## src/rtl/core/dss_pkg.sv

```systemverilog
// ----------------------------------------------------------------------------
// Diffuse subsurface shader package
// Types, stage schedule and per-stage datapath functions.
// ----------------------------------------------------------------------------
`default_nettype none

package dss_pkg;

   localparam int NUM_STAGES     = 23;
   localparam int ST_PREP        = 1;
   localparam int ST_SQRT_FIRST  = 2;
   localparam int ST_SQRT_LAST   = 9;
   localparam int ST_EXP_FIRST   = 2;
   localparam int ST_EXP_LAST    = 13;
   localparam int ST_DIV1_SETUP  = 10;
   localparam int ST_DIV1_FIRST  = 11;
   localparam int ST_DIV1_LAST   = 14;
   localparam int ST_LIGHT       = 14;
   localparam int ST_DIV2_SETUP  = 15;
   localparam int ST_DIV2_FIRST  = 16;
   localparam int ST_DIV2_LAST   = 19;
   localparam int ST_WRAP        = 20;
   localparam int ST_DIRECT      = 21;
   localparam int ST_TOTAL       = 22;

   localparam logic [14:0] ONE_Q14 = 15'd16384;
   localparam logic [30:0] ONE_Q30 = 31'h4000_0000;
   localparam logic [11:0] EXP_LIMIT = 12'd4095;

   // exp(-2^(k-8)) in Q1.30 for bit k of a Q8.8 argument.
   localparam logic [29:0] EXP_TBL [12] = '{
      30'd1069555701, 30'd1065385900, 30'd1057095000, 30'd1040706261,
      30'd1008687096, 30'd947573834,  30'd836230973,  30'd651257337,
      30'd395007542,  30'd145315154,  30'd19666268,   30'd360200
   };

   typedef struct packed {
      logic [14:0] scatter_wrap;
      logic [14:0] transmission_max;
      logic [15:0] falloff_per_meter;
      logic [13:0] ambient_floor;
   } cfg_type;

   typedef struct packed {
      logic signed [15:0] normal_x;
      logic signed [15:0] normal_y;
      logic signed [15:0] normal_z;
      logic signed [15:0] light_x;
      logic signed [15:0] light_y;
      logic signed [15:0] light_z;
      logic               two_sided;
      logic               back_face;
      logic signed [15:0] thickness;
      logic signed [15:0] interior_depth;
      logic signed [15:0] shadow_factor;
   } req_type;

   typedef struct packed {
      logic signed [15:0] sx;
      logic signed [15:0] sy;
      logic signed [15:0] sz;
      logic signed [33:0] dot;
      logic [31:0]        nn;
      logic [31:0]        ll;
      logic               zero;
      logic [63:0]        rad;
      logic [31:0]        root;
      logic [35:0]        srem;
      logic               neg;
      logic [47:0]        drem;
      logic [33:0]        ddiv;
      logic [14:0]        quo;
      logic               numneg;
      logic [14:0]        wrap;
      logic [30:0]        fd_prod;
      logic [14:0]        th;
      logic [11:0]        arg_t;
      logic [11:0]        arg_i;
      logic [30:0]        acc_t;
      logic [30:0]        acc_i;
      logic [14:0]        shinv;
      logic [14:0]        trans;
      logic [14:0]        inter;
      logic [14:0]        direct;
      logic [15:0]        total;
   } work_type;

   function automatic logic signed [15:0] neg_sat(input logic signed [15:0] v);
      if (v == 16'sh8000) begin
         return 16'sh7fff;
      end
      return -v;
   endfunction

   // One rounded Q1.30 multiply by a table entry.
   function automatic logic [30:0] exp_mul(input logic [30:0] acc, input logic [3:0] idx);
      logic [61:0] p;
      p = 62'(acc) * 62'(EXP_TBL[idx]) + 62'd536870912;
      return p[60:30];
   endfunction

   // Stage zero: flip, clamps and the vector products.
   function automatic work_type front(input req_type q, input cfg_type c);
      work_type           r;
      logic               flip;
      logic signed [33:0] tnn;
      logic signed [33:0] tll;
      logic [14:0]        dep;
      logic [14:0]        s;
      r    = '0;
      flip = q.two_sided & q.back_face;
      r.sx = flip ? neg_sat(q.normal_x) : q.normal_x;
      r.sy = flip ? neg_sat(q.normal_y) : q.normal_y;
      r.sz = flip ? neg_sat(q.normal_z) : q.normal_z;
      r.dot = r.sx * q.light_x + r.sy * q.light_y + r.sz * q.light_z;
      tnn  = r.sx * r.sx + r.sy * r.sy + r.sz * r.sz;
      tll  = q.light_x * q.light_x + q.light_y * q.light_y + q.light_z * q.light_z;
      r.nn = tnn[31:0];
      r.ll = tll[31:0];
      r.th = q.thickness[15] ? 15'd0 : q.thickness[14:0];
      dep  = q.interior_depth[15] ? 15'd0 : q.interior_depth[14:0];
      r.fd_prod = 31'(c.falloff_per_meter) * 31'(dep);
      if (q.shadow_factor[15]) begin
         s = 15'd0;
      end else if (q.shadow_factor[14:0] > ONE_Q14) begin
         s = ONE_Q14;
      end else begin
         s = q.shadow_factor[14:0];
      end
      r.shinv = ONE_Q14 - s;
      return r;
   endfunction

   // Work done in front of stage register k (k of one and above).
   function automatic work_type stage_step(input int k, input work_type w, input cfg_type c);
      work_type           r;
      logic [31:0]        t32;
      logic [35:0]        t36;
      logic [35:0]        trial;
      logic [47:0]        t48;
      logic [45:0]        p46;
      logic [30:0]        p31;
      logic [33:0]        mag;
      logic [14:0]        q;
      logic signed [16:0] num;
      logic [15:0]        dden;
      int                 top;
      int                 bi;
      int                 b;
      r = w;
      if (k == ST_PREP) begin
         r.rad  = w.nn * w.ll;
         r.zero = (w.nn == 32'd0) || (w.ll == 32'd0);
         r.root = '0;
         r.srem = '0;
         r.arg_t = w.th[11:0];
         r.acc_t = (w.th > 15'(EXP_LIMIT)) ? 31'd0 : ONE_Q30;
         t32 = {1'b0, w.fd_prod} + 32'd128;
         r.arg_i = t32[19:8];
         r.acc_i = (t32[31:8] > 24'(EXP_LIMIT)) ? 31'd0 : ONE_Q30;
      end
      if (k inside {[ST_SQRT_FIRST:ST_SQRT_LAST]}) begin
         // Four root bits per stage, two radicand bits each.
         for (int j = 0; j < 4; j++) begin
            t36   = {r.srem[33:0], r.rad[63:62]};
            r.rad = r.rad << 2;
            trial = {2'b00, r.root, 2'b01};
            if (t36 >= trial) begin
               r.srem = t36 - trial;
               r.root = {r.root[30:0], 1'b1};
            end else begin
               r.srem = t36;
               r.root = {r.root[30:0], 1'b0};
            end
         end
      end
      if (k inside {[ST_EXP_FIRST:ST_EXP_LAST]}) begin
         b = k - ST_EXP_FIRST;
         if (r.arg_t[4'(b)]) begin
            r.acc_t = exp_mul(r.acc_t, 4'(b));
         end
         if (r.arg_i[4'(b)]) begin
            r.acc_i = exp_mul(r.acc_i, 4'(b));
         end
      end
      if (k == ST_DIV1_SETUP) begin
         r.neg  = w.dot[33];
         mag    = w.dot[33] ? 34'(-w.dot) : 34'(w.dot);
         r.zero = w.zero || (w.root == 32'd0);
         r.drem = {mag[32:0], 15'd0} + {16'd0, w.root};
         r.ddiv = {1'b0, w.root, 1'b0};
         r.quo  = '0;
      end
      if (k inside {[ST_DIV1_FIRST:ST_DIV1_LAST], [ST_DIV2_FIRST:ST_DIV2_LAST]}) begin
         // Restoring division, four quotient bits per stage.
         if (k <= ST_DIV1_LAST) begin
            top = 14 - 4 * (k - ST_DIV1_FIRST);
         end else begin
            top = 14 - 4 * (k - ST_DIV2_FIRST);
         end
         for (int j = 0; j < 4; j++) begin
            bi = top - j;
            if (bi >= 0) begin
               t48 = {14'd0, r.ddiv} << bi;
               if (r.drem >= t48) begin
                  r.drem = r.drem - t48;
                  r.quo  = r.quo | (15'd1 << bi);
               end
            end
         end
      end
      if (k == ST_LIGHT) begin
         p46 = 46'(c.transmission_max) * 46'(w.acc_t) + 46'd536870912;
         r.trans = p46[44:30];
         p46 = 46'(ONE_Q14 - {1'b0, c.ambient_floor}) * 46'(w.acc_i) + 46'd536870912;
         r.inter = {1'b0, c.ambient_floor} + p46[44:30];
      end
      if (k == ST_DIV2_SETUP) begin
         q      = (w.quo > ONE_Q14) ? ONE_Q14 : w.quo;
         num    = w.neg ? -$signed({2'b00, q}) : $signed({2'b00, q});
         num    = num + $signed({2'b00, c.scatter_wrap});
         r.numneg = (num <= 17'sd0);
         dden   = 16'd16384 + {1'b0, c.scatter_wrap};
         r.drem = {2'd0, num[15:0], 15'd0} + {32'd0, dden};
         r.ddiv = {17'd0, dden, 1'b0};
         r.quo  = '0;
      end
      if (k == ST_WRAP) begin
         if (w.zero || w.numneg) begin
            r.wrap = '0;
         end else begin
            r.wrap = (w.quo > ONE_Q14) ? ONE_Q14 : w.quo;
         end
      end
      if (k == ST_DIRECT) begin
         p31 = 31'(w.wrap) * 31'(w.shinv) + 31'd8192;
         r.direct = p31[28:14];
      end
      if (k == ST_TOTAL) begin
         r.total = {1'b0, w.direct} + {1'b0, w.inter};
      end
      return r;
   endfunction

endpackage

`default_nettype wire

```

## src/rtl/core/dss_stage.sv

```systemverilog
// ----------------------------------------------------------------------------
// Shader pipeline stage register
// One elastic stage: data register, valid bit and back-pressure chaining.
// ----------------------------------------------------------------------------
`default_nettype none

module dss_stage (
   input  wire logic              clock,
   input  wire logic              reset,
   input  wire logic              up_valid,
   output logic                   up_ready,
   input  wire dss_pkg::work_type up_data,
   output logic                   dn_valid,
   input  wire logic              dn_ready,
   output dss_pkg::work_type      dn_data
);

   logic              valid_ff;
   dss_pkg::work_type data_ff;

   // The stage takes new work when empty or when its content moves on.
   assign up_ready = !valid_ff || dn_ready;

   always_ff @(posedge clock) begin
      if (reset) begin
         valid_ff <= 1'b0;
      end else if (up_ready) begin
         valid_ff <= up_valid;
      end
   end

   always_ff @(posedge clock) begin
      if (up_ready && up_valid) begin
         data_ff <= up_data;
      end
   end

   assign dn_valid = valid_ff;
   assign dn_data  = data_ff;

endmodule

`default_nettype wire

```

## config.mk

```make
export PLATFORM = sky130hd
export DESIGN_NAME = dss_stage
export DESIGN_NICKNAME = d
export VERILOG_FILES = /design/src/rtl/core/dss_pkg.sv /design/src/rtl/core/dss_stage.sv
export SDC_FILE = /design/constraint.sdc
export NUM_CORES = 1
export LEC_CHECK = 0
export ABC_AREA = 1
export CELL_PAD_IN_SITES_DETAIL_PLACEMENT = 1
export CELL_PAD_IN_SITES_GLOBAL_PLACEMENT = 1
export CORE_AREA = 2 2 465 467
export CTS_CLUSTER_DIAMETER = 50
export DETAILED_ROUTE_END_ITERATION = 16
export DIE_AREA = 0 0 467 469
export DONT_BUFFER_PORTS = 1
export PLACE_DENSITY_LB_ADDON = 0.25
export REMOVE_ABC_BUFFERS = 1
export SYNTH_ARGS = -nofsm -noshare
export SYNTH_HDL_FRONTEND = slang
export SYNTH_SLANG_ARGS = --single-unit
```

## constraint.sdc

```tcl
create_clock -name clock -period 91.1 [get_ports clock]
set_input_delay 4.555 -clock clock [delete_from_list [all_inputs] [get_ports clock]]
set_output_delay 4.555 -clock clock [all_outputs]
set_load 0.1 [all_outputs]
```

; ---- Word level (Yosys, flattened, before mapping)
; Cells that the tools add are included.
[op_classes]
reduce_logical = 3
[ops]
columns = operator, n
row1 = 1-bit logical AND, 1
row2 = 1-bit zero test, 1
row3 = 1-bit logical OR, 1
[word_totals]
ff_bits = 602
out_inout_bits = 603

; ---- Longest topological paths before layout
[logic_depth]
word_depth = 3
depth_mapped = 3
mapped_depth_nobuf = 3

; ---- Worst setup path after synthesis
; Ideal clock, no wire load.
[synth_timing]
path_type = input to register
from = in up_valid
to = reg data_ff (netlist bit dn_data[0]) (enable)
setup_time_ns = 1.766
t_arrival_ns = 33.394
slack_ns = 55.940
stages = 2
path_buffers = 0
cell_sequence = inv_1 > a21oi_1
[synth_between]
elab_chain_cells = 1
[synth_lines]
columns = item, line
row1 = "start, declared", dss_stage.sv:10  ; input wire logic up_valid,
row2 = 1-bit logical AND, dss_stage.sv:33  ; if (up_ready && up_valid) begin
row3 = "end signal, assigned", dss_stage.sv:34  ; data_ff <= up_data;
row4 = "end, declared", dss_stage.sv:19  ; dss_pkg::work_type data_ff;
; Every way passes these cells.
; A chain may end at the register's enable or synchronous reset.

; ---- Final worst setup path
[layout_timing]
from = in dn_ready
to = out up_ready
[layout_between]
elab_chain_cells = 1
[layout_lines]
columns = item, line
row1 = "start, declared", dss_stage.sv:14  ; input wire logic dn_ready,
row2 = 1-bit logical OR, dss_stage.sv:22  ; assign up_ready = !valid_ff || dn_ready;
row3 = "end, declared", dss_stage.sv:11  ; output logic up_ready,
; Every way passes these cells.

==> reports/qor.txt <==
status: completed
Hold Fails Final Rpt: 0
most common cell in the netlist: edfxtp_1
crit-path max FO: 2
Netlist cell types: 7
Final WS setup: 81480 ps
WP data arrival: 5060 ps
CP max stage cell: nand2_2
Non-Filler Instances: 3755
worst path required time: 86550 ps
Initial Util: 8.465%
total gr overflow: 0
part of the power in registers: 55.0%
Setup Buffers After CTS: 0
RSZ-0062 raised after global routing: false
core area: 213800 sq um
setup tns final: 0 ps
CTS Buffer Depth: 3
wire per inst: 34.59 microns
Worst Hold Class: reg -> reg
share of the synthesized area in the top cell type: 99.74%
fin nets: 1370
placed cells: 3514
Total Routing Usage GR: 11.30%
Final Max Tran Viols: 0
ANT nets after route: 0
internal power: 0.0005235 W
post-layout min period: 9615 ps
Clock transition at path regs: 60 ps
fin crit share: 10.55%
drt first pass iters: 5
P_leak: 7.571 nW
family with the most delay on the worst path: simple AND/OR/NAND/NOR gates
Max-Cap Viols: 0
Core Util, Final: 11.81%
Worst slew margin: 18.32%
Peak VDD IR: 0.01406 mV
later-pin clock latency in the skew report: 720 ps
Final GP Congestion: 0.8491
Final Setup Violations: 0
Worst-Margin Slew: 1228 ps
synthesis-to-layout area growth: 39.52%
io pins: 1208
worst reg2reg startpoint: dn_valid$_SDFFE_PP0P_
largest net degree at the start of global routing: 105
Sw Share: 34.67%
endpoint type of the worst setup path: output port
DRC marker count from the first detailed-route iteration: 1022
Cell Pwr Density: 31.74 nW/um^2
Post-Route WL: 129.9 mm
CTS-repair resized insts: 0
Power, Total: 0.0008013 W
post-synth top area cell: edfxtp_1
initial antenna violation count: 278
ys async rst share: 0%
critical path launch point: dn_ready
CTS Hold Bufs: 0
CP cell instances: inv_2 > nand2_2
flops & latches, synth: 602
type of origin of the critical path: primary input
clk sinks: 602
total die area: 219000 sq um
vias in the first global route: 7998
Fin Clk Skew: 15.28 ps
Residual DRC: 0
first-pass GRT wire length: 146.0 mm
Max Fclk: 0.1040 GHz
CP max stage delay: 370 ps
power share of the combinational group: 3.0%
CTS tree: done
Syn Area/Cell: 29.81 sq um
Sw Pwr: 0.0002778 W
Setup WS pre-CTS: 81450 ps
CTS Root Cell: clkbuf_16
layout cell share with drive strength beyond 1: 25.06%
Vias: 8736
Crit Path Class: in -> out
Clk pwr share: 42.1%
Post-DP HPWL: 113.2 mm
Post-Syn Instances: 607
post-DR vias/cell: 2.326
Bufs and invs on worst path: 1
ranking of synthesized cells by area: edfxtp_1, dfxtp_1, a21oi_2
H-tree levels: 3
Syn Std Cell Area: 18090 sq um
chip height: 469 microns
# rows: 170
Syn. warnings: 0
post-synthesis sequential area ratio: 99.85%
total CTS buffers: 86
number of flops mapped to enable cells by yosys: 601
number of I/O port buffers: 0
die width: 467 microns
ys flop type: edfxtp_1
min-delay src: dn_valid$_SDFFE_PP0P_
## registers in the layout (all words and copies together), names as in the netlist
| name | count |
|---|---|
| dn_valid | 1 |
| dn_data | 601 |
## cell families after synthesis
logic type	after synthesis	synth area share (%)
and+or+nand+nor	1	0.03460
AOI/OAI and AO/OA	2	0.07604
DFF	602	99.85
buffers and inverters	2	0.04145
## stage by stage
| step | cell area [sq um] | hold slack, ps |
|---|---|---|
| 6_report | 25250 | 876.5 |
| 4_1_cts | 25010 | 882.0 |
| 5_1_grt | 25090 | 906.5 |
| 3_3_place_gp | 22180 | 887.4 |
| 2_1_floorplan | 18090 | 1369 |
| 3_5_place_dp | 22180 | 870.0 |
## routing by layer
metal / share of wire [%] / GRT usage (%) / vias up
li1: - / - / 2959
met1: 26 / 9.223 / 3918
met2: 45 / 17.70 / 1165
met3: 25 / 12.73 / 472
met4: 2.8 / 3.084 / 222
met5: 1.1 / 0 / -
## cell type report
| cell class | count | area, sq um |
|---|---|---|
| Inverter | 2 | 7.507 |
| Clock buffer | 103 | 2237 |
| Clock inverter | 54 | 599.3 |
| Timing Repair Buffer | 70 | 545.5 |
| Tap cell | 2838 | 3551 |
| Sequential cell | 602 | 18070 |
| Antenna cell | 83 | 207.7 |
| Multi-Input combinational cell | 3 | 31.28 |
| Fill cell | 23980 | 188500 |
## layout by cell type (no fill, tap or decap), drive strengths merged
cell type	count
edfxtp	601
clkbuf	103
diode	83
buf	70
inv	32
clkinv	17
bufinv	5
clkinvlp	2
a21oi	2
nand2	1
dfxtp	1
## worst register-to-register path: cells and delay by family (launching register included)
family | cells | cell delay, ps
buffers and inverters | 4 | 2670
flip-flops | 1 | 320
AO/OA/AOI/OAI | 1 | 920
## power groups by stage
stage	clock network [W]	registers (W)	logic, W
2_1_floorplan	0	0.000466	0.00000497
3_3_place_gp	0	0.000447	0.0000248
3_5_place_dp	0	0.000447	0.0000252
4_1_cts	0.000351	0.000442	0.0000253
5_1_grt	0.000360	0.000442	0.0000255
6_report	0.000337	0.000440	0.0000239
## final timing paths
path | endpoint | slack, ps | cells past startpoint
max | up_ready | 81480 | 2
min | dn_valid$_SDFFE_PP0P_ | 880 | 2
max reg2reg | dn_data[499]$_DFFE_PP_ | 86780 | 5
min reg2reg | dn_valid$_SDFFE_PP0P_ | 880 | 2
Power figures use the tool's default switching activity.
