**src/rtl/core/dss_pkg.sv**
```systemverilog
// ----------------------------------------------------------------------------
// Diffuse subsurface shader package
// Types, stage schedule and per-stage datapath functions.
// ----------------------------------------------------------------------------
`default_nettype none

package dss_pkg;

   localparam int NUM_STAGES     = 23;
   localparam int ST_PREP        = 1;
   localparam int ST_SQRT_FIRST  = 2;
   localparam int ST_SQRT_LAST   = 9;
   localparam int ST_EXP_FIRST   = 2;
   localparam int ST_EXP_LAST    = 13;
   localparam int ST_DIV1_SETUP  = 10;
   localparam int ST_DIV1_FIRST  = 11;
   localparam int ST_DIV1_LAST   = 14;
   localparam int ST_LIGHT       = 14;
   localparam int ST_DIV2_SETUP  = 15;
   localparam int ST_DIV2_FIRST  = 16;
   localparam int ST_DIV2_LAST   = 19;
   localparam int ST_WRAP        = 20;
   localparam int ST_DIRECT      = 21;
   localparam int ST_TOTAL       = 22;

   localparam logic [14:0] ONE_Q14 = 15'd16384;
   localparam logic [30:0] ONE_Q30 = 31'h4000_0000;
   localparam logic [11:0] EXP_LIMIT = 12'd4095;

   // exp(-2^(k-8)) in Q1.30 for bit k of a Q8.8 argument.
   localparam logic [29:0] EXP_TBL [12] = '{
      30'd1069555701, 30'd1065385900, 30'd1057095000, 30'd1040706261,
      30'd1008687096, 30'd947573834,  30'd836230973,  30'd651257337,
      30'd395007542,  30'd145315154,  30'd19666268,   30'd360200
   };

   typedef struct packed {
      logic [14:0] scatter_wrap;
      logic [14:0] transmission_max;
      logic [15:0] falloff_per_meter;
      logic [13:0] ambient_floor;
   } cfg_type;

   typedef struct packed {
      logic signed [15:0] normal_x;
      logic signed [15:0] normal_y;
      logic signed [15:0] normal_z;
      logic signed [15:0] light_x;
      logic signed [15:0] light_y;
      logic signed [15:0] light_z;
      logic               two_sided;
      logic               back_face;
      logic signed [15:0] thickness;
      logic signed [15:0] interior_depth;
      logic signed [15:0] shadow_factor;
   } req_type;

   typedef struct packed {
      logic signed [15:0] sx;
      logic signed [15:0] sy;
      logic signed [15:0] sz;
      logic signed [33:0] dot;
      logic [31:0]        nn;
      logic [31:0]        ll;
      logic               zero;
      logic [63:0]        rad;
      logic [31:0]        root;
      logic [35:0]        srem;
      logic               neg;
      logic [47:0]        drem;
      logic [33:0]        ddiv;
      logic [14:0]        quo;
      logic               numneg;
      logic [14:0]        wrap;
      logic [30:0]        fd_prod;
      logic [14:0]        th;
      logic [11:0]        arg_t;
      logic [11:0]        arg_i;
      logic [30:0]        acc_t;
      logic [30:0]        acc_i;
      logic [14:0]        shinv;
      logic [14:0]        trans;
      logic [14:0]        inter;
      logic [14:0]        direct;
      logic [15:0]        total;
   } work_type;

   function automatic logic signed [15:0] neg_sat(input logic signed [15:0] v);
      if (v == 16'sh8000) begin
         return 16'sh7fff;
      end
      return -v;
   endfunction

   // One rounded Q1.30 multiply by a table entry.
   function automatic logic [30:0] exp_mul(input logic [30:0] acc, input logic [3:0] idx);
      logic [61:0] p;
      p = 62'(acc) * 62'(EXP_TBL[idx]) + 62'd536870912;
      return p[60:30];
   endfunction

   // Stage zero: flip, clamps and the vector products.
   function automatic work_type front(input req_type q, input cfg_type c);
      work_type           r;
      logic               flip;
      logic signed [33:0] tnn;
      logic signed [33:0] tll;
      logic [14:0]        dep;
      logic [14:0]        s;
      r    = '0;
      flip = q.two_sided & q.back_face;
      r.sx = flip ? neg_sat(q.normal_x) : q.normal_x;
      r.sy = flip ? neg_sat(q.normal_y) : q.normal_y;
      r.sz = flip ? neg_sat(q.normal_z) : q.normal_z;
      r.dot = r.sx * q.light_x + r.sy * q.light_y + r.sz * q.light_z;
      tnn  = r.sx * r.sx + r.sy * r.sy + r.sz * r.sz;
      tll  = q.light_x * q.light_x + q.light_y * q.light_y + q.light_z * q.light_z;
      r.nn = tnn[31:0];
      r.ll = tll[31:0];
      r.th = q.thickness[15] ? 15'd0 : q.thickness[14:0];
      dep  = q.interior_depth[15] ? 15'd0 : q.interior_depth[14:0];
      r.fd_prod = 31'(c.falloff_per_meter) * 31'(dep);
      if (q.shadow_factor[15]) begin
         s = 15'd0;
      end else if (q.shadow_factor[14:0] > ONE_Q14) begin
         s = ONE_Q14;
      end else begin
         s = q.shadow_factor[14:0];
      end
      r.shinv = ONE_Q14 - s;
      return r;
   endfunction

   // Work done in front of stage register k (k of one and above).
   function automatic work_type stage_step(input int k, input work_type w, input cfg_type c);
      work_type           r;
      logic [31:0]        t32;
      logic [35:0]        t36;
      logic [35:0]        trial;
      logic [47:0]        t48;
      logic [45:0]        p46;
      logic [30:0]        p31;
      logic [33:0]        mag;
      logic [14:0]        q;
      logic signed [16:0] num;
      logic [15:0]        dden;
      int                 top;
      int                 bi;
      int                 b;
      r = w;
      if (k == ST_PREP) begin
         r.rad  = w.nn * w.ll;
         r.zero = (w.nn == 32'd0) || (w.ll == 32'd0);
         r.root = '0;
         r.srem = '0;
         r.arg_t = w.th[11:0];
         r.acc_t = (w.th > 15'(EXP_LIMIT)) ? 31'd0 : ONE_Q30;
         t32 = {1'b0, w.fd_prod} + 32'd128;
         r.arg_i = t32[19:8];
         r.acc_i = (t32[31:8] > 24'(EXP_LIMIT)) ? 31'd0 : ONE_Q30;
      end
      if (k inside {[ST_SQRT_FIRST:ST_SQRT_LAST]}) begin
         // Four root bits per stage, two radicand bits each.
         for (int j = 0; j < 4; j++) begin
            t36   = {r.srem[33:0], r.rad[63:62]};
            r.rad = r.rad << 2;
            trial = {2'b00, r.root, 2'b01};
            if (t36 >= trial) begin
               r.srem = t36 - trial;
               r.root = {r.root[30:0], 1'b1};
            end else begin
               r.srem = t36;
               r.root = {r.root[30:0], 1'b0};
            end
         end
      end
      if (k inside {[ST_EXP_FIRST:ST_EXP_LAST]}) begin
         b = k - ST_EXP_FIRST;
         if (r.arg_t[4'(b)]) begin
            r.acc_t = exp_mul(r.acc_t, 4'(b));
         end
         if (r.arg_i[4'(b)]) begin
            r.acc_i = exp_mul(r.acc_i, 4'(b));
         end
      end
      if (k == ST_DIV1_SETUP) begin
         r.neg  = w.dot[33];
         mag    = w.dot[33] ? 34'(-w.dot) : 34'(w.dot);
         r.zero = w.zero || (w.root == 32'd0);
         r.drem = {mag[32:0], 15'd0} + {16'd0, w.root};
         r.ddiv = {1'b0, w.root, 1'b0};
         r.quo  = '0;
      end
      if (k inside {[ST_DIV1_FIRST:ST_DIV1_LAST], [ST_DIV2_FIRST:ST_DIV2_LAST]}) begin
         // Restoring division, four quotient bits per stage.
         if (k <= ST_DIV1_LAST) begin
            top = 14 - 4 * (k - ST_DIV1_FIRST);
         end else begin
            top = 14 - 4 * (k - ST_DIV2_FIRST);
         end
         for (int j = 0; j < 4; j++) begin
            bi = top - j;
            if (bi >= 0) begin
               t48 = {14'd0, r.ddiv} << bi;
               if (r.drem >= t48) begin
                  r.drem = r.drem - t48;
                  r.quo  = r.quo | (15'd1 << bi);
               end
            end
         end
      end
      if (k == ST_LIGHT) begin
         p46 = 46'(c.transmission_max) * 46'(w.acc_t) + 46'd536870912;
         r.trans = p46[44:30];
         p46 = 46'(ONE_Q14 - {1'b0, c.ambient_floor}) * 46'(w.acc_i) + 46'd536870912;
         r.inter = {1'b0, c.ambient_floor} + p46[44:30];
      end
      if (k == ST_DIV2_SETUP) begin
         q      = (w.quo > ONE_Q14) ? ONE_Q14 : w.quo;
         num    = w.neg ? -$signed({2'b00, q}) : $signed({2'b00, q});
         num    = num + $signed({2'b00, c.scatter_wrap});
         r.numneg = (num <= 17'sd0);
         dden   = 16'd16384 + {1'b0, c.scatter_wrap};
         r.drem = {2'd0, num[15:0], 15'd0} + {32'd0, dden};
         r.ddiv = {17'd0, dden, 1'b0};
         r.quo  = '0;
      end
      if (k == ST_WRAP) begin
         if (w.zero || w.numneg) begin
            r.wrap = '0;
         end else begin
            r.wrap = (w.quo > ONE_Q14) ? ONE_Q14 : w.quo;
         end
      end
      if (k == ST_DIRECT) begin
         p31 = 31'(w.wrap) * 31'(w.shinv) + 31'd8192;
         r.direct = p31[28:14];
      end
      if (k == ST_TOTAL) begin
         r.total = {1'b0, w.direct} + {1'b0, w.inter};
      end
      return r;
   endfunction

endpackage

`default_nettype wire

```
**src/rtl/core/dss_cfg.sv**
```systemverilog
// ----------------------------------------------------------------------------
// Shader configuration registers
// APB-style register file holding the four material settings.
// ----------------------------------------------------------------------------
`default_nettype none

module dss_cfg (
   input  wire logic            clock,
   input  wire logic            reset,
   input  wire logic            csr_psel,
   input  wire logic            csr_penable,
   input  wire logic            csr_pwrite,
   input  wire logic [3:0]      csr_paddr,
   input  wire logic [31:0]     csr_pwdata,
   output logic      [31:0]     csr_prdata,
   output logic                 csr_pready,
   output dss_pkg::cfg_type     cfg
);

   localparam logic [1:0] REG_SCATTER_WRAP = 2'd0;
   localparam logic [1:0] REG_TRANS_MAX    = 2'd1;
   localparam logic [1:0] REG_FALLOFF      = 2'd2;
   localparam logic [1:0] REG_AMB_FLOOR    = 2'd3;

   dss_pkg::cfg_type cfg_ff;
   dss_pkg::cfg_type cfg_in;
   logic             wr_en;
   logic [14:0]      wr_q14;

   assign csr_pready = 1'b1;
   assign wr_en      = csr_psel && csr_penable && csr_pwrite && csr_pready;
   // Unit registers saturate at one.
   assign wr_q14     = (csr_pwdata[14:0] > dss_pkg::ONE_Q14) ? dss_pkg::ONE_Q14
                                                             : csr_pwdata[14:0];

   always_comb begin
      cfg_in = cfg_ff;
      if (wr_en) begin
         case (csr_paddr[3:2])
            REG_SCATTER_WRAP: cfg_in.scatter_wrap      = wr_q14;
            REG_TRANS_MAX:    cfg_in.transmission_max  = wr_q14;
            REG_FALLOFF:      cfg_in.falloff_per_meter = csr_pwdata[15:0];
            REG_AMB_FLOOR:    cfg_in.ambient_floor     = csr_pwdata[13:0];
            default:          cfg_in = cfg_ff;
         endcase
      end
   end

   always_ff @(posedge clock) begin
      if (reset) begin
         cfg_ff <= '0;
      end else begin
         cfg_ff <= cfg_in;
      end
   end

   always_comb begin
      case (csr_paddr[3:2])
         REG_SCATTER_WRAP: csr_prdata = {17'd0, cfg_ff.scatter_wrap};
         REG_TRANS_MAX:    csr_prdata = {17'd0, cfg_ff.transmission_max};
         REG_FALLOFF:      csr_prdata = {16'd0, cfg_ff.falloff_per_meter};
         REG_AMB_FLOOR:    csr_prdata = {18'd0, cfg_ff.ambient_floor};
         default:          csr_prdata = '0;
      endcase
   end

   assign cfg = cfg_ff;

endmodule

`default_nettype wire

```
**config.mk**
```make
export PLATFORM = sky130hd
export DESIGN_NAME = dss_cfg
export DESIGN_NICKNAME = d
export VERILOG_FILES = /design/src/rtl/core/dss_pkg.sv /design/src/rtl/core/dss_cfg.sv
export SDC_FILE = /design/constraint.sdc
export NUM_CORES = 1
export LEC_CHECK = 0
export BUFFER_PORTS_ARGS = -buffer_cell sky130_fd_sc_hd__buf_2
export CAP_MARGIN = 5
export CORE_UTILIZATION = 32
export CTS_CLUSTER_SIZE = 40
export DETAILED_ROUTE_END_ITERATION = 7
export GPL_TIMING_DRIVEN = 0
export PLACE_DENSITY_LB_ADDON = 0.1
export RECOVER_POWER = 50
export SYNTH_ARGS = -nofsm -noshare
export SYNTH_HDL_FRONTEND = slang
export SYNTH_SLANG_ARGS = --single-unit
```
**constraint.sdc**
```tcl
create_clock -name clock -period 1.9 [get_ports clock]
set_input_delay 0.57 -clock clock [delete_from_list [all_inputs] [get_ports clock]]
set_output_delay 0.57 -clock clock [all_outputs]
set_load 0.05 [all_outputs]
```
# After elaboration in Yosys (flattened, before gate mapping)
# Cells that the tools add are included.
# word_totals
regBits,60
latch_bits,0
ram_bits,0
romBits,0
input_bits,41
mem_count,0
# classes
n_addsub,0
n_mul,0
n_div,0
order_cmp,1
eq_ne,3
shifts,0
mux,2
n_bitwise,0
reduce_logical,7
# ops
cell,count
$pmux 32 s4,1
$gt 15x15->1 const B,1
$mux 15,1
$reduce_and 2->1,4
$eq 2x2->1 const B,2
$eq 2x1->1 const B,1
$logic_and 1x1->1,2
$logic_not 2->1,1

# Depth between registers and ports, before layout
# depth
word_depth,3
mapped_depth,6
depth_no_buf,3

# Worst setup path before layout
# No wires, ideal clock.
# synth_path
path_type,input to output
start,input csr_paddr[2]
end,output csr_prdata[14]
arrival_time_ns,2.160
required_time_ns,1.330
setup_slack_ns,-0.830
stages,4
cell_sequence,buf_4 > buf_4 > mux2i_1 > o21ai_0
# synth_between
elab_chain_cells,2
elab_cells_between_ends,5
# synth_lines
element,line,source
"start, declared",dss_cfg.sv:13,"input wire logic [3:0] csr_paddr,"
"$eq 2x2->1, or another cell as far along",dss_cfg.sv:58,case (csr_paddr[3:2])
$pmux 32 s4 (*),dss_cfg.sv:58,
"end, declared",dss_cfg.sv:15,"output logic [31:0] csr_prdata,"
# Every way passes the cells marked *; elsewhere a longest branch is shown, timed or not. The select of a mux whose other input is x is not followed.

# Worst setup path after layout
# layout_path
start,input csr_paddr[2]
end,output csr_prdata[13]
# Same word-level chain as after synthesis.

==> metrics <==
DR vias 2,418; period utilization 1.10; HPWL Detailed 6070 um; worst path required time 1.33 ns; Post-synth ARST share 0; Clk pin slew, worst setup/hold paths 0.07 ns; status finished with violations; vias per inst 4.62; Final TNS setup -2.21 ns; max reg flops 60; Worst Path Class, Setup in -> out; # setup viols final 15; Syn Area/Cell between 10 and 15 um^2; total grt overflow 0; global-route met1 utilization 0.236; most frequent CP cell buf_8; library cells used by synthesis 21; Tot Pwr 2810 uW; nets between 400 and 500; vias in the first global route between 2,000 and 2,500; first-pass GRT wire length 13,300 um; grt met3 use 0.0351; Setup crit end kind output pin; fmax 479 MHz; power density over the cells 675 nW/um^2; crit path cell chain buf_12, buf_8, mux4_2, buf_8; die area 9880 um^2; Post-Syn Area around 3000 um^2; Post-CTS Hold Fix Bufs 0; max_cap viols 0; most frequent cells in the layout 74 x nand2b_1, 71 x buf_2, 60 x dfxtp_1, 59 x mux2i_1, 25 x clkbuf_1; top cell type's share of synthesized area 0.396; hold slack roughly 0.48 ns; FP Rows 35; Starting Density 0.330; most common cell after layout, fill and taps aside nand2b_1; setup ws final -0.186 ns; Least-Margin Pin Slew 0.600 ns; Num CTS Buffers 9; GPL Wtd Cong about 0.77; DR iter-0 viols 55; CORE AREA 9200 um^2; Worst slew margin 0.601; clk root buf clkbuf_8; Post-synth EDFFs 0; post-synthesis cell count between 200 and 300; final hold viol count 0; area leader, netlist dfxtp_1; VDD IR-drop max 0.366 mV; failing checks setup timing; slowest stage delay, CP 0.54 ns; leading register cell type out of synthesis dfxtp_1; cell family with most CP delay multiplexers; Fillers 927; clk_skew 0 ns; worst-path maximum fanout 6; deepest clock path buffer count 2; Top Usage Layer GRT met2; Yosys warnings 0; Final Util 0.453; Seq/Total Area, Yosys 0.396; worst path arrival time 1.52 ns; n_diodes 0; hold crit path type in -> reg; Final Max Tran Viols 0; Buf/Inv on CP 3; leakage power total ~0.0021 uW; initial antenna violation count 0; clk sinks 60; chip height between 90 and 100 um; largest net degree at the start of global routing 11; CP Launch Type input pin; Worst path slowest cell mux4_2; residual DRC count 0; TritonCTS clock tree yes; GRT Overall Usage 0.182; synth top area cells dfxtp_1 40%, mux2i_1 20%, nand2b_1 15%, mux4_2 10%, buf_4 4.9%; area delta synth->final 37.3%; share of layout cells above drive strength 1 0.405; pre-CTS setup slack -0.428 ns; worst skew pair latency 0.34 ns; I/O pin total 134; #FFs+latches synth 60; Die Width 99.4 um; DRT Wirelength ~8600 um; port bufs 97; RSZ-0062 raised after global routing yes; drt first pass iters 4; CTS H-tree lvls 3; WL/cell about 16 um; Detail Route Antenna Nets 0; met2 usage 0.297; Tmin final 2.09 ns
==> Yosys cell counts (all sizes together), types with 2 or more instances <==
cell type,number
mux2i,60
nand2b,74
buf,28
clkbuf,10
conb,2
mux4,14
and2,2
and3,2
dfxtp,60
nand2,2
nand3,2
or3b,15
==> metal layers <==
| layer | share of wire | vias to the layer above |
|---|---|---|
| met5 | 0 | - |
| met4 | 0.018 | 0 |
| met3 | 0.047 | 12 |
| met2 | 0.46 | 77 |
| met1 | 0.47 | 1148 |
| li1 | - | 1181 |
==> power by group <==
part           internal [uW]  switching [uW]  leakage, uW
logic                    168             257      0.00147
clock network            608             497    0.0000986
registers               1270            10.1     0.000484
total                   2050             764      0.00206
==> stage by stage <==
step,instance area (um^2),cells
finish,4170,523
global route,4170,523
CTS,4150,520
detailed placement,3750,499
global placement,3750,499
floorplan,3130,291
==> what timing repair did <==
item / 4_1_cts / 5_1_grt
cloned: 1 / 0
pin swaps: 2 / 1
endpoints found under the setup margin: 16 / 16
endpoints found under the hold margin: 0 / 0
setup buffers: 5 / 4
resized for setup: 45 / 7
==> worst register-to-register path, stage by stage, from the launching register on <==
cell and delay (ns):
dfxtp_1 0.35, a21bo_2 0.22, a21oi_1 0.12
==> cells by family after synthesis <==
kind of cell | synth area share
AO/OA/AOI/OAI | 0.00659
AND/OR/NAND/NOR | 0.214
other | 0.00248
multiplexers | 0.302
flip-flops | 0.396
buffers and inverters | 0.0788
==> worst paths after layout <==
check	start	endpoint	depth (start not counted)	slack (ns)
min	csr_pwdata[15]	cfg[29]	3	0.48
min reg2reg	cfg[27]	cfg[27]	2	0.49
max reg2reg	cfg[29]	cfg[29]	2	1.14
max	csr_paddr[2]	csr_prdata[13]	4	-0.19
==> layout make-up <==
cell class,count,area (um^2),share of cell area
plain buffers,37,256,0.0616
clock buffers,14,183,0.0439
clock inverters,1,5.00,0.00120
multi-input cells,193,1670,0.400
flip-flops and latches,60,1200,0.288
well taps,111,139,0.0333
repair buffers,107,713,0.171
Note: power is estimated with default switching activity, not from simulation.
